[src/rtl/tccc_pkg.sv]
`timescale 1ns / 1ps
// ============================================================================
// tccc_pkg
// Shared types and constants of the text console cell controller: opcodes,
// control characters, configuration register indexes, queue word and
// result word layouts, and the sequencer states.
// ============================================================================
package tccc_pkg;

    // Default sizes of the cell store and the tab stop spacing
    localparam int DEF_MAX_COLUMNS = 256;
    localparam int DEF_MAX_ROWS    = 128;
    localparam int DEF_TAB_WIDTH   = 4;

    // Register values after reset
    localparam int COLS_RESET = 80;
    localparam int ROWS_RESET = 25;

    // Configuration port
    localparam int CFG_INDEX_W = 2;
    localparam int CFG_DATA_W  = 9;
    localparam logic [CFG_INDEX_W-1:0] REG_COLUMNS = 2'd0;
    localparam logic [CFG_INDEX_W-1:0] REG_ROWS    = 2'd1;

    // Opcodes
    localparam logic [2:0] OP_PUT_CHAR   = 3'd0;
    localparam logic [2:0] OP_READ_CELL  = 3'd1;
    localparam logic [2:0] OP_CLEAR      = 3'd2;
    localparam logic [2:0] OP_WRITE_CELL = 3'd3;
    localparam logic [2:0] OP_SET_CURSOR = 3'd4;

    // Characters
    localparam logic [7:0] CHAR_SPACE    = 8'h20;
    localparam logic [7:0] CHAR_QMARK    = 8'h3F;
    localparam logic [7:0] CHAR_PRINT_LO = 8'h20;
    localparam logic [7:0] CHAR_PRINT_HI = 8'h7E;
    localparam logic [7:0] CHAR_LF       = 8'h0A;
    localparam logic [7:0] CHAR_CR       = 8'h0D;
    localparam logic [7:0] CHAR_BS       = 8'h08;
    localparam logic [7:0] CHAR_DEL      = 8'h7F;
    localparam logic [7:0] CHAR_TAB      = 8'h09;

    // Queue between front and back
    localparam int Q_DEPTH = 2;

    typedef enum logic [3:0] {
        KIND_PUT,
        KIND_LF,
        KIND_CR,
        KIND_BS,
        KIND_TAB,
        KIND_READ,
        KIND_CLEAR,
        KIND_WRITE,
        KIND_SETCUR,
        KIND_NOP
    } cmd_kind_t;

    typedef struct packed {
        cmd_kind_t  kind;
        logic [7:0] ch;
        logic [6:0] row_in;
        logic [7:0] col_in;
    } q_entry_t;

    typedef struct packed {
        logic     valid;
        q_entry_t entry;
    } q_push_t;

    typedef struct packed {
        logic     valid;
        q_entry_t entry;
    } q_head_t;

    typedef struct packed {
        logic       cell_written;
        logic [6:0] cell_row;
        logic [7:0] cell_col;
        logic [7:0] cell_char;
        logic [6:0] cursor_row_out;
        logic [7:0] cursor_col_out;
        logic       scrolled;
        logic [7:0] read_char;
        logic       last_result;
    } rsp_word_t;

    typedef enum logic [2:0] {
        ST_CLEAR,
        ST_IDLE,
        ST_TAB_DIV,
        ST_TAB_REM,
        ST_STEP,
        ST_READ,
        ST_ROW_SWEEP
    } ctl_state_t;

endpackage

[src/rtl/tccc_ifs.sv]
`timescale 1ns / 1ps
// ============================================================================
// tccc channel interfaces
// Command, result and configuration channels, each a valid/ready handshake
// with its payload.
// ============================================================================
interface tccc_cmd_if;
    logic       valid;
    logic       ready;
    logic [2:0] opcode;
    logic [7:0] char_in;
    logic [6:0] row_in;
    logic [7:0] col_in;

    modport source (output valid, output opcode, output char_in, output row_in,
                    output col_in, input ready);
    modport sink (input valid, input opcode, input char_in, input row_in,
                  input col_in, output ready);
endinterface


[src/rtl/tccc_front.sv]
`timescale 1ns / 1ps
// ============================================================================
// tccc_front
// Accepts command words and classifies them: control characters are
// separated from printable bytes and cell content is filtered to printable
// ASCII before the word enters the queue.
// ============================================================================
module tccc_front (
    tccc_cmd_if.sink          cmd,
    input  logic              q_full,
    output tccc_pkg::q_push_t push
);
    import tccc_pkg::*;

    // Map bytes outside the printable range to a question mark
    function automatic logic [7:0] filter_byte(input logic [7:0] b);
        logic [7:0] r;
        r = b;
        if (b < CHAR_PRINT_LO || b > CHAR_PRINT_HI)
        begin
            r = CHAR_QMARK;
        end
        return r;
    endfunction

    assign cmd.ready = !q_full;

    // Classify the incoming word
    always_comb
    begin
        push.valid        = cmd.valid && !q_full;
        push.entry.kind   = KIND_NOP;
        push.entry.ch     = filter_byte(cmd.char_in);
        push.entry.row_in = cmd.row_in;
        push.entry.col_in = cmd.col_in;
        case (cmd.opcode)
            OP_PUT_CHAR:
            begin
                case (cmd.char_in)
                    CHAR_LF:  push.entry.kind = KIND_LF;
                    CHAR_CR:  push.entry.kind = KIND_CR;
                    CHAR_BS:  push.entry.kind = KIND_BS;
                    CHAR_DEL: push.entry.kind = KIND_BS;
                    CHAR_TAB: push.entry.kind = KIND_TAB;
                    default:  push.entry.kind = KIND_PUT;
                endcase
            end
            OP_READ_CELL:  push.entry.kind = KIND_READ;
            OP_CLEAR:      push.entry.kind = KIND_CLEAR;
            OP_WRITE_CELL: push.entry.kind = KIND_WRITE;
            OP_SET_CURSOR: push.entry.kind = KIND_SETCUR;
            default:       push.entry.kind = KIND_NOP;
        endcase
    end

endmodule

[src/flat_wrapper.sv]
// flat-port wrapper written by rule: the top's interface ports become plain ports
module tccc_front_flat import tccc_pkg::*;
  (q_full, push, cmd_valid, cmd_opcode, cmd_char_in, cmd_row_in, cmd_col_in, cmd_ready);
  tccc_cmd_if cmd_i ();
  input  logic q_full;
  output tccc_pkg::q_push_t push;
  input wire logic [$bits(cmd_i.valid)-1:0] cmd_valid;
  input wire logic [$bits(cmd_i.opcode)-1:0] cmd_opcode;
  input wire logic [$bits(cmd_i.char_in)-1:0] cmd_char_in;
  input wire logic [$bits(cmd_i.row_in)-1:0] cmd_row_in;
  input wire logic [$bits(cmd_i.col_in)-1:0] cmd_col_in;
  output wire logic [$bits(cmd_i.ready)-1:0] cmd_ready;
  assign cmd_i.valid = cmd_valid;
  assign cmd_i.opcode = cmd_opcode;
  assign cmd_i.char_in = cmd_char_in;
  assign cmd_i.row_in = cmd_row_in;
  assign cmd_i.col_in = cmd_col_in;
  assign cmd_ready = cmd_i.ready;
  tccc_front u_core (.cmd(cmd_i), .q_full(q_full), .push(push));
endmodule
[config.mk]
export PLATFORM = sky130hd
export DESIGN_NAME = tccc_front_flat
export DESIGN_NICKNAME = d
export VERILOG_FILES = /design/src/rtl/tccc_pkg.sv /design/src/rtl/tccc_ifs.sv /design/src/rtl/tccc_front.sv /design/src/flat_wrapper.sv
export SDC_FILE = /design/constraint.sdc
export NUM_CORES = 1
export LEC_CHECK = 0
export ABC_CLOCK_PERIOD_IN_PS = 1000
export BUFFER_PORTS_ARGS = -buffer_cell sky130_fd_sc_hd__buf_2
export CELL_PAD_IN_SITES_DETAIL_PLACEMENT = 1
export CELL_PAD_IN_SITES_GLOBAL_PLACEMENT = 1
export CORE_ASPECT_RATIO = 1.1
export CORE_UTILIZATION = 14
export DETAILED_ROUTE_END_ITERATION = 8
export GPL_TIMING_DRIVEN = 0
export MAX_ROUTING_LAYER = met4
export PLACE_DENSITY = 0.85
export SLEW_MARGIN = 0
export SYNTH_ARGS = -nofsm -noshare
export SYNTH_HDL_FRONTEND = slang
export SYNTH_SLANG_ARGS = --single-unit
[constraint.sdc]
create_clock -name vclk -period 1
set_clock_uncertainty 0.2 [all_clocks]
set_input_delay 0.05 -clock vclk [all_inputs]
set_output_delay 0.05 -clock vclk [all_outputs]
set_load 0.1 [all_outputs]
==> results.md <==
- Port Buf Inserts: 41
- Router iterations before antenna repair: 2
- Top Layer Used: met3
- CP Class: in2out
- Max-cap check violation count: 0
- CP endpoint kind: primary output
- Worst Hold Class: in2out
- Fmax: 0.672 GHz
- Num ports: 57
- Final worst slack: -0.489 ns
- Area grow syn2layout: 229%
- Tmin final: 1.49 ns
- PD cells: 841 mW/mm2
- Required time worst endpoint: 0.75 ns
- HPWL after DPL: 1030 um
- Final hold slack: 0.264 ns
- DRT met1 WL: 592 um
- Largest stage delay, worst path: 0.51 ns
- WP data arrival: 1.24 ns
- Max VDD drop: 435 uV
- Synth cell types: 20
- Layout cells sized above 1: 90.1%
- Crit path launch type: input port
- Buffers & Inverters on Critical Path: 2
- Avg Cell Area, Syn: 6.68 um2
- Synth top cells by count: buf_4 (16), or3_2 (6), nor2_1 (4)
- Lkg Pwr: 0.500 nW
- Routability congestion estimate: 0.642
- Crit-path max FO: 3
- Grt total ovfl: 0
- Initial antenna violation count: 0
- Avg WL per Cell: 13.3 um
- Cell with the most instances after synthesis: buf_4
- Clk_buf instances: 0
- Avg Vias per Cell: 4.09
- Final Util: 50.2%
- Final setup vio count: 10
- RSZ-0062 raised after global routing: true
- Die width: 47.2 um
- Initial Utilization: 15.2%
- Failing checks: setup timing
- Area leader, netlist: buf_4
- Metal2 WL: 1060 um
- Final period util: 149%
- Die span in y: 51.7 um
- Yosys warnings: 0
- Status: finished with violations
- Cell count after synthesis: 47
- Sequential element share of the synthesized area: 0%
- GR Util All Layers: 12.9%
- Placed cells: 116
- Worst path slowest cell: or4b_4
- Synth top area share: 38.2%
- Routed vias: 527
- Drt drc: 0
- Largest net degree at the start of global routing: 9
- Number of sequential cells: 0
- Fin cells: 129
- Global-route wire length before repair: 2240 um
- Synth area leaders: buf_4 (38%), or3_2 (14%), a21oi_1 (4.8%)
- Die footprint: 0.00244 mm2
- Metal3 WL: 70 um
- Max-slew violation total from the final report: 0
- CP top delay family: simple AND/OR/NAND/NOR gates
- CORE AREA: 0.00206 mm2
- WL final: 1720 um
- Footprint of the multi-input gates: 319 um2
- Final Hold Fails: 0
- Row count: 17
- Remaining antenna violation count: 0
- Cts hold-fix bufs: 0
- Syn Nets: 75
- CP cell instances: buf_6 > nor2_4 > nand3_2 > or4b_4 > a21oi_4 > buf_12
- Fillcell total: 240
- Initial drt markers: 1
- Mapped cell area: 314 um2
- Seq. cell area: 0 um2
- # diodes: 0
- Nets: 131
- Vias in the first global route: 492
## final timing paths
path,startpoint,endpoint,slack [ns],cells after the start
max,cmd_char_in[4],push[25],-0.49,6
min,cmd_char_in[1],push[16],0.26,3
## routing by layer
metal	GRT usage, %	up-vias
li1	-	252
met1	13.2	242
met2	27.3	33
met3	0.347	0
met4	0	0
met5	-	-
## what timing repair did
| action | in CTS | in global routing |
|---|---|---|
| resized for setup | 79 | 7 |
| pin swaps | 7 | 7 |
| setup buffers | 12 | 6 |
| setup endpoints to repair | 11 | 10 |
## logic make-up (layout without fill, tap and decap cells)
family	count (synthesis)	count (layout)	synth area share (%)
compound gates	6	6	12.7
xor+xnor	1	1	2.79
buf+inv	19	73	41.8
other cells	1	1	1.19
simple gates	20	20	41.4
## layout by cell type, fill, tap and decap left out
cell type | netlist | routed
nand3_2 | 1 | 1
o31ai_4 | 0 | 1
a41oi_4 | 0 | 1
xor2_1 | 1 | 1
nor3_4 | 0 | 2
a21oi_1 | 3 | 2
or4b_4 | 0 | 1
nor2b_4 | 0 | 1
o31a_4 | 0 | 1
buf_2 | 0 | 22
buf_6 | 0 | 4
nand4_1 | 1 | 1
buf_4 | 16 | 27
buf_8 | 0 | 6
buf_12 | 0 | 11
nor2_1 | 4 | 2
clkbuf_2 | 0 | 1
or3_4 | 0 | 6
nand2_1 | 1 | 1
nand2b_4 | 0 | 1
conb_1 | 1 | 1
nor2_4 | 1 | 4
inv_1 | 2 | 2
a21oi_4 | 0 | 1
## area by class of cell
type	count	area share [%]
repair buffers	54	53.0
plain buffers	17	12.1
inverters	2	0.726
multi-input cells	28	30.8
well taps	28	3.39
## report_power, final
group / total, W / switching (W) / leakage, nW / internal, W
Combinational: 0.000870 / 0.000596 / 0.500 / 0.000274
Sequential: 0 / 0 / 0 / 0
Clock: 0 / 0 / 0 / 0
## stage by stage
step                setup WS (ns)  TNS [ns]  cell area (um2)  total power (W)
finish                     -0.489     -2.61             1030         0.000870
global route               -0.527     -2.84             1030         0.000894
CTS                        -0.480     -1.75              971         0.000838
detailed placement         -0.781     -3.26              601         0.000678
global placement           -0.757     -3.15              601         0.000671
floorplan                  -0.591     -1.87              360         0.000571
Power figures use the tool's default switching activity.
