--- src/rtl/tccc_pkg.sv ---
`timescale 1ns / 1ps
// ============================================================================
// tccc_pkg
// Shared types and constants of the text console cell controller: opcodes,
// control characters, configuration register indexes, queue word and
// result word layouts, and the sequencer states.
// ============================================================================
package tccc_pkg;

    // Default sizes of the cell store and the tab stop spacing
    localparam int DEF_MAX_COLUMNS = 256;
    localparam int DEF_MAX_ROWS    = 128;
    localparam int DEF_TAB_WIDTH   = 4;

    // Register values after reset
    localparam int COLS_RESET = 80;
    localparam int ROWS_RESET = 25;

    // Configuration port
    localparam int CFG_INDEX_W = 2;
    localparam int CFG_DATA_W  = 9;
    localparam logic [CFG_INDEX_W-1:0] REG_COLUMNS = 2'd0;
    localparam logic [CFG_INDEX_W-1:0] REG_ROWS    = 2'd1;

    // Opcodes
    localparam logic [2:0] OP_PUT_CHAR   = 3'd0;
    localparam logic [2:0] OP_READ_CELL  = 3'd1;
    localparam logic [2:0] OP_CLEAR      = 3'd2;
    localparam logic [2:0] OP_WRITE_CELL = 3'd3;
    localparam logic [2:0] OP_SET_CURSOR = 3'd4;

    // Characters
    localparam logic [7:0] CHAR_SPACE    = 8'h20;
    localparam logic [7:0] CHAR_QMARK    = 8'h3F;
    localparam logic [7:0] CHAR_PRINT_LO = 8'h20;
    localparam logic [7:0] CHAR_PRINT_HI = 8'h7E;
    localparam logic [7:0] CHAR_LF       = 8'h0A;
    localparam logic [7:0] CHAR_CR       = 8'h0D;
    localparam logic [7:0] CHAR_BS       = 8'h08;
    localparam logic [7:0] CHAR_DEL      = 8'h7F;
    localparam logic [7:0] CHAR_TAB      = 8'h09;

    // Queue between front and back
    localparam int Q_DEPTH = 2;

    typedef enum logic [3:0] {
        KIND_PUT,
        KIND_LF,
        KIND_CR,
        KIND_BS,
        KIND_TAB,
        KIND_READ,
        KIND_CLEAR,
        KIND_WRITE,
        KIND_SETCUR,
        KIND_NOP
    } cmd_kind_t;

    typedef struct packed {
        cmd_kind_t  kind;
        logic [7:0] ch;
        logic [6:0] row_in;
        logic [7:0] col_in;
    } q_entry_t;

    typedef struct packed {
        logic     valid;
        q_entry_t entry;
    } q_push_t;

    typedef struct packed {
        logic     valid;
        q_entry_t entry;
    } q_head_t;

    typedef struct packed {
        logic       cell_written;
        logic [6:0] cell_row;
        logic [7:0] cell_col;
        logic [7:0] cell_char;
        logic [6:0] cursor_row_out;
        logic [7:0] cursor_col_out;
        logic       scrolled;
        logic [7:0] read_char;
        logic       last_result;
    } rsp_word_t;

    typedef enum logic [2:0] {
        ST_CLEAR,
        ST_IDLE,
        ST_TAB_DIV,
        ST_TAB_REM,
        ST_STEP,
        ST_READ,
        ST_ROW_SWEEP
    } ctl_state_t;

endpackage

--- src/rtl/tccc_queue.sv ---
`timescale 1ns / 1ps
// ============================================================================
// tccc_queue
// Short queue of classified command words between the front and the back,
// so that each side stalls on its own.
// ============================================================================
module tccc_queue (
    input  logic              clk,
    input  logic              rst_n,
    input  tccc_pkg::q_push_t push,
    output logic              full,
    input  logic              pop,
    output tccc_pkg::q_head_t head
);
    import tccc_pkg::*;

    localparam int QPW = (Q_DEPTH > 1) ? $clog2(Q_DEPTH) : 1;
    localparam int QCW = $clog2(Q_DEPTH + 1);

    q_entry_t           slot_reg [Q_DEPTH];
    logic [QPW-1:0]     wr_ptr_reg;
    logic [QPW-1:0]     wr_ptr_next;
    logic [QPW-1:0]     rd_ptr_reg;
    logic [QPW-1:0]     rd_ptr_next;
    logic [QCW-1:0]     count_reg;
    logic [QCW-1:0]     count_next;
    logic               do_push;
    logic               do_pop;

    assign full       = (count_reg == QCW'(Q_DEPTH));
    assign head.valid = (count_reg != '0);
    assign head.entry = slot_reg[rd_ptr_reg];
    assign do_push    = push.valid && !full;
    assign do_pop     = pop && head.valid;

    // Advance pointers and fill count
    always_comb
    begin
        wr_ptr_next = wr_ptr_reg;
        rd_ptr_next = rd_ptr_reg;
        count_next  = count_reg;
        if (do_push)
        begin
            wr_ptr_next = (wr_ptr_reg == QPW'(Q_DEPTH - 1)) ? '0 : wr_ptr_reg + QPW'(1);
        end
        if (do_pop)
        begin
            rd_ptr_next = (rd_ptr_reg == QPW'(Q_DEPTH - 1)) ? '0 : rd_ptr_reg + QPW'(1);
        end
        if (do_push && !do_pop)
        begin
            count_next = count_reg + QCW'(1);
        end
        else if (!do_push && do_pop)
        begin
            count_next = count_reg - QCW'(1);
        end
    end

    always_ff @(posedge clk or negedge rst_n)
    begin
        if (!rst_n)
        begin
            wr_ptr_reg <= '0;
            rd_ptr_reg <= '0;
            count_reg  <= '0;
        end
        else
        begin
            wr_ptr_reg <= wr_ptr_next;
            rd_ptr_reg <= rd_ptr_next;
            count_reg  <= count_next;
        end
    end

    // Store the pushed word
    always_ff @(posedge clk)
    begin
        if (do_push)
        begin
            slot_reg[wr_ptr_reg] <= push.entry;
        end
    end

endmodule

--- config.mk ---
export PLATFORM = sky130hd
export DESIGN_NAME = tccc_queue
export DESIGN_NICKNAME = d
export VERILOG_FILES = /design/src/rtl/tccc_pkg.sv /design/src/rtl/tccc_queue.sv
export SDC_FILE = /design/constraint.sdc
export NUM_CORES = 1
export LEC_CHECK = 0
export ABC_AREA = 1
export BUFFER_PORTS_ARGS = -buffer_cell sky130_fd_sc_hd__buf_2
export CORE_MARGIN = 4
export CORE_UTILIZATION = 46
export CTS_CLUSTER_DIAMETER = 100
export DETAILED_ROUTE_END_ITERATION = 10
export PLACE_DENSITY = 0.74
export SLEW_MARGIN = 20
export SYNTH_ARGS = -nofsm -noshare
export SYNTH_HDL_FRONTEND = slang
export SYNTH_SLANG_ARGS = --single-unit
--- constraint.sdc ---
create_clock -name clk -period 2.16 [get_ports clk]
set_input_delay 0.108 -clock clk [delete_from_list [all_inputs] [get_ports clk]]
set_output_delay 0.108 -clock clk [all_outputs]
set_load 0.005 [all_outputs]
==> impl_results.rst <==
.. list-table::
   :header-rows: 1

   * - Metric
     - Value
   * - Dominant synthesized flop cell
     - edfxtp_1
   * - Pin count of the biggest net entering global routing
     - 29
   * - CTS clk-pin slew, worst paths
     - 0.06 ns
   * - Floorplan die height
     - 77.9 µm
   * - Worst ir drop on vdd
     - 512 µV
   * - Relative area change from synthesis to final layout
     - 36.3%
   * - Max FFs per register
     - 54
   * - Count of placed standard cells including taps
     - 298
   * - CP arrival
     - 1.64 ns
   * - DRT iter0 DRCs
     - 80
   * - Fill cell count
     - 380
   * - CTS Root Cell
     - clkbuf_8
   * - Slew Limit Headroom
     - 0.681
   * - First-pass iteration count of the detailed router
     - 4
   * - Count of nets after finishing
     - 302
   * - Transition at the pin with the smallest max-transition slack
     - 0.477 ns
   * - Top cell type's share of synthesized area
     - 0.722
   * - Syn Inst Count
     - 172
   * - Clk Latency, worst-skew pair
     - 0.32 ns
   * - Setup TNS Final
     - 0 ns
   * - Post-route clock skew
     - 0.00531 ns
   * - Area of the die
     - 0.00606 mm²
   * - Total half-perimeter wirelength after legalization and detailed placement
     - 2.69 mm
   * - Area post-placement
     - 0.00261 mm²
   * - Number of synthesis warnings
     - 0
   * - Dominant cells by area after synthesis
     - edfxtp_1 72%, nand2_1 14%, dfrtp_1 4.5%
   * - Number of setup buffers added after CTS
     - 0
   * - Die Width
     - 77.9 µm
   * - Classification of the worst setup path
     - flop to flop
   * - Fin crit period
     - 1.62 ns
   * - Vias in the first global route
     - 1546
   * - Number of endpoints failing setup at the final stage
     - 0
   * - Worst min-delay path class
     - input pin to flop
   * - Setup slack on the worst flop-to-flop path
     - 0.54 ns
   * - Post-synthesis sequential area ratio
     - 0.767
   * - Global router's overall resource usage
     - 0.156
   * - Rows
     - 25
   * - Max Buffers Root-to-Sink
     - 2
   * - DRC violation count after routing
     - 0
   * - Async S/R FF share, synth
     - 0.0690
   * - Average cell area after synthesis
     - 13.1 µm²
   * - Starting density of the core
     - 0.475
   * - Static Leak
     - 0.00135 µW
   * - Total Wirelength
     - 4.28 mm
   * - Clock tree from TritonCTS
     - done
   * - Number of routed nets with antenna violations
     - 0
   * - Result of the run
     - finished, final reports clean
   * - Core box area
     - 0.00472 mm²
   * - Fin cells
     - 341
   * - Kind of capture point of the worst setup path
     - flop
   * - Unrepaired setup endpoints after global routing
     - no
   * - Final worst-path cycle share
     - 0.750
   * - Number of top-level pins
     - 60
   * - CP Data Required Time
     - 2.18 ns
   * - Number of enable-type register cells in the synthesized netlist
     - 54
   * - Register bit count reported by yosys
     - 58
   * - Number of antenna violations at the first check in global routing
     - 0
   * - Routed WL per cell
     - 12.5 µm
   * - Maximum level of the CTS H-tree
     - 3
   * - CTS Buf Count
     - 9
   * - Placer Congestion
     - 0.739
   * - Final worst hold slack
     - 0.0564 ns
   * - Fmax
     - 617 MHz
   * - Cell with the most instances after synthesis
     - nand2_1
   * - Leading area contributor after synthesis
     - edfxtp_1
   * - Finished layout cell area
     - 0.00306 mm²
   * - Crit Path Max Fanout
     - 10
   * - Syn Std Cell Area
     - 0.00225 mm²
   * - Count of endpoints failing hold in the final timing report
     - 0
   * - Vias post-DR
     - 1505
   * - Port Buffers
     - 59
   * - Grt total ovfl
     - 0
   * - Final slew viol count
     - 0
   * - Global-route wire length before repair
     - 7.09 mm
   * - Startpoint kind of the worst setup timing path
     - flop
   * - Clk sinks
     - 58
   * - Leading cell types by count after synthesis
     - 81 x nand2_1, 54 x edfxtp_1, 11 x nand2_2
   * - Syn Nets
     - 204
   * - Power density normalized to cell area
     - 1210 mW/mm²
   * - Via density per instance
     - 4.41
   * - Fraction of final layout cells with drive strength greater than 1
     - 0.332
   * - Max-cap violation count
     - 0
   * - Number of antenna diodes
     - 0
   * - Yosys cell types
     - 17
## critical path: stages (launching register included)
cell and delay, ns:
dfrtp_1 0.38, inv_1 0.14, nor2_2 0.07, nor2_4 0.10, nand2_2 0.06, inv_1 0.30
buf_4 0.27
## cells by family after synthesis
group	synth area share
adder cells (fa/ha/maj)	0.00557
XOR/XNOR	0.00390
AO/OA/AOI/OAI	0.00223
flip-flops	0.767
AND/OR/NAND/NOR	0.183
buffers and inverters	0.0390
## layout make-up
cell class	count	area, µm²	area share
sequential	58	1720	0.562
timing repair buffer	92	613	0.200
multi-input combinational	101	439	0.143
clock buffer	10	128	0.0417
tap	67	83.8	0.0274
clock inverter	5	46.3	0.0151
inverter	8	30.0	0.00981
## power breakdown
| part | total [µW] | leakage [µW] | switching [µW] | internal, µW |
|---|---|---|---|---|
| clock | 892 | 0.0000886 | 379 | 512 |
| sequential | 1620 | 0.000550 | 82.5 | 1540 |
| combinational | 1190 | 0.000715 | 725 | 468 |
| total | 3710 | 0.00135 | 1190 | 2520 |
## layout by cell type, fill, tap and decap left out
master         count
o21ai_0            1
inv_2              2
dlygate4sd3_1     28
bufinv_16          1
clkinv_1           3
nand4_1            1
xnor2_1            1
buf_2             59
ha_1               1
nor2_4             1
nand3_1            2
nand2_2           11
dfrtp_1            4
clkbuf_8           9
nor2_2             2
nand2_1           81
buf_4              5
inv_1              6
edfxtp_1          54
clkbuf_1           1
clkinv_2           1
## final timing paths
check,to,startpoint,depth (start not counted)
worst max-delay path,slot_reg[0][22],count_reg[1],6
worst min-delay path,rd_ptr_reg,pop,3
worst max register to register,slot_reg[0][22],count_reg[1],6
worst min register to register,count_reg[1],count_reg[1],2
max in group asynchronous,rd_ptr_reg,rst_n,2
min in group asynchronous,count_reg[1],rst_n,2
## stage by stage
stage                     power, µW  setup WS [ns]  utilization
after floorplan                2390        0.00592            -
after global placement         2780          0.593        0.552
after detailed placement       2820          0.542        0.552
after CTS                      3750          0.528        0.648
after global routing           3970          0.430        0.648
final                          3710          0.540        0.648
## timing repair
action	4_1_cts	5_1_grt
hold endpoints to repair	58	0
resized for setup	0	0
hold buffers	28	0
endpoints found under the setup margin	0	0
## layer usage
layer	share of wire	vias to the layer above	global-route usage
met1	0.42	686	0.173
met2	0.51	43	0.264
met5	0	-	0
met3	0.045	9	0.0441
met4	0.025	0	0.0961
li1	-	767	-
Note: power is estimated with default switching activity, not from simulation.
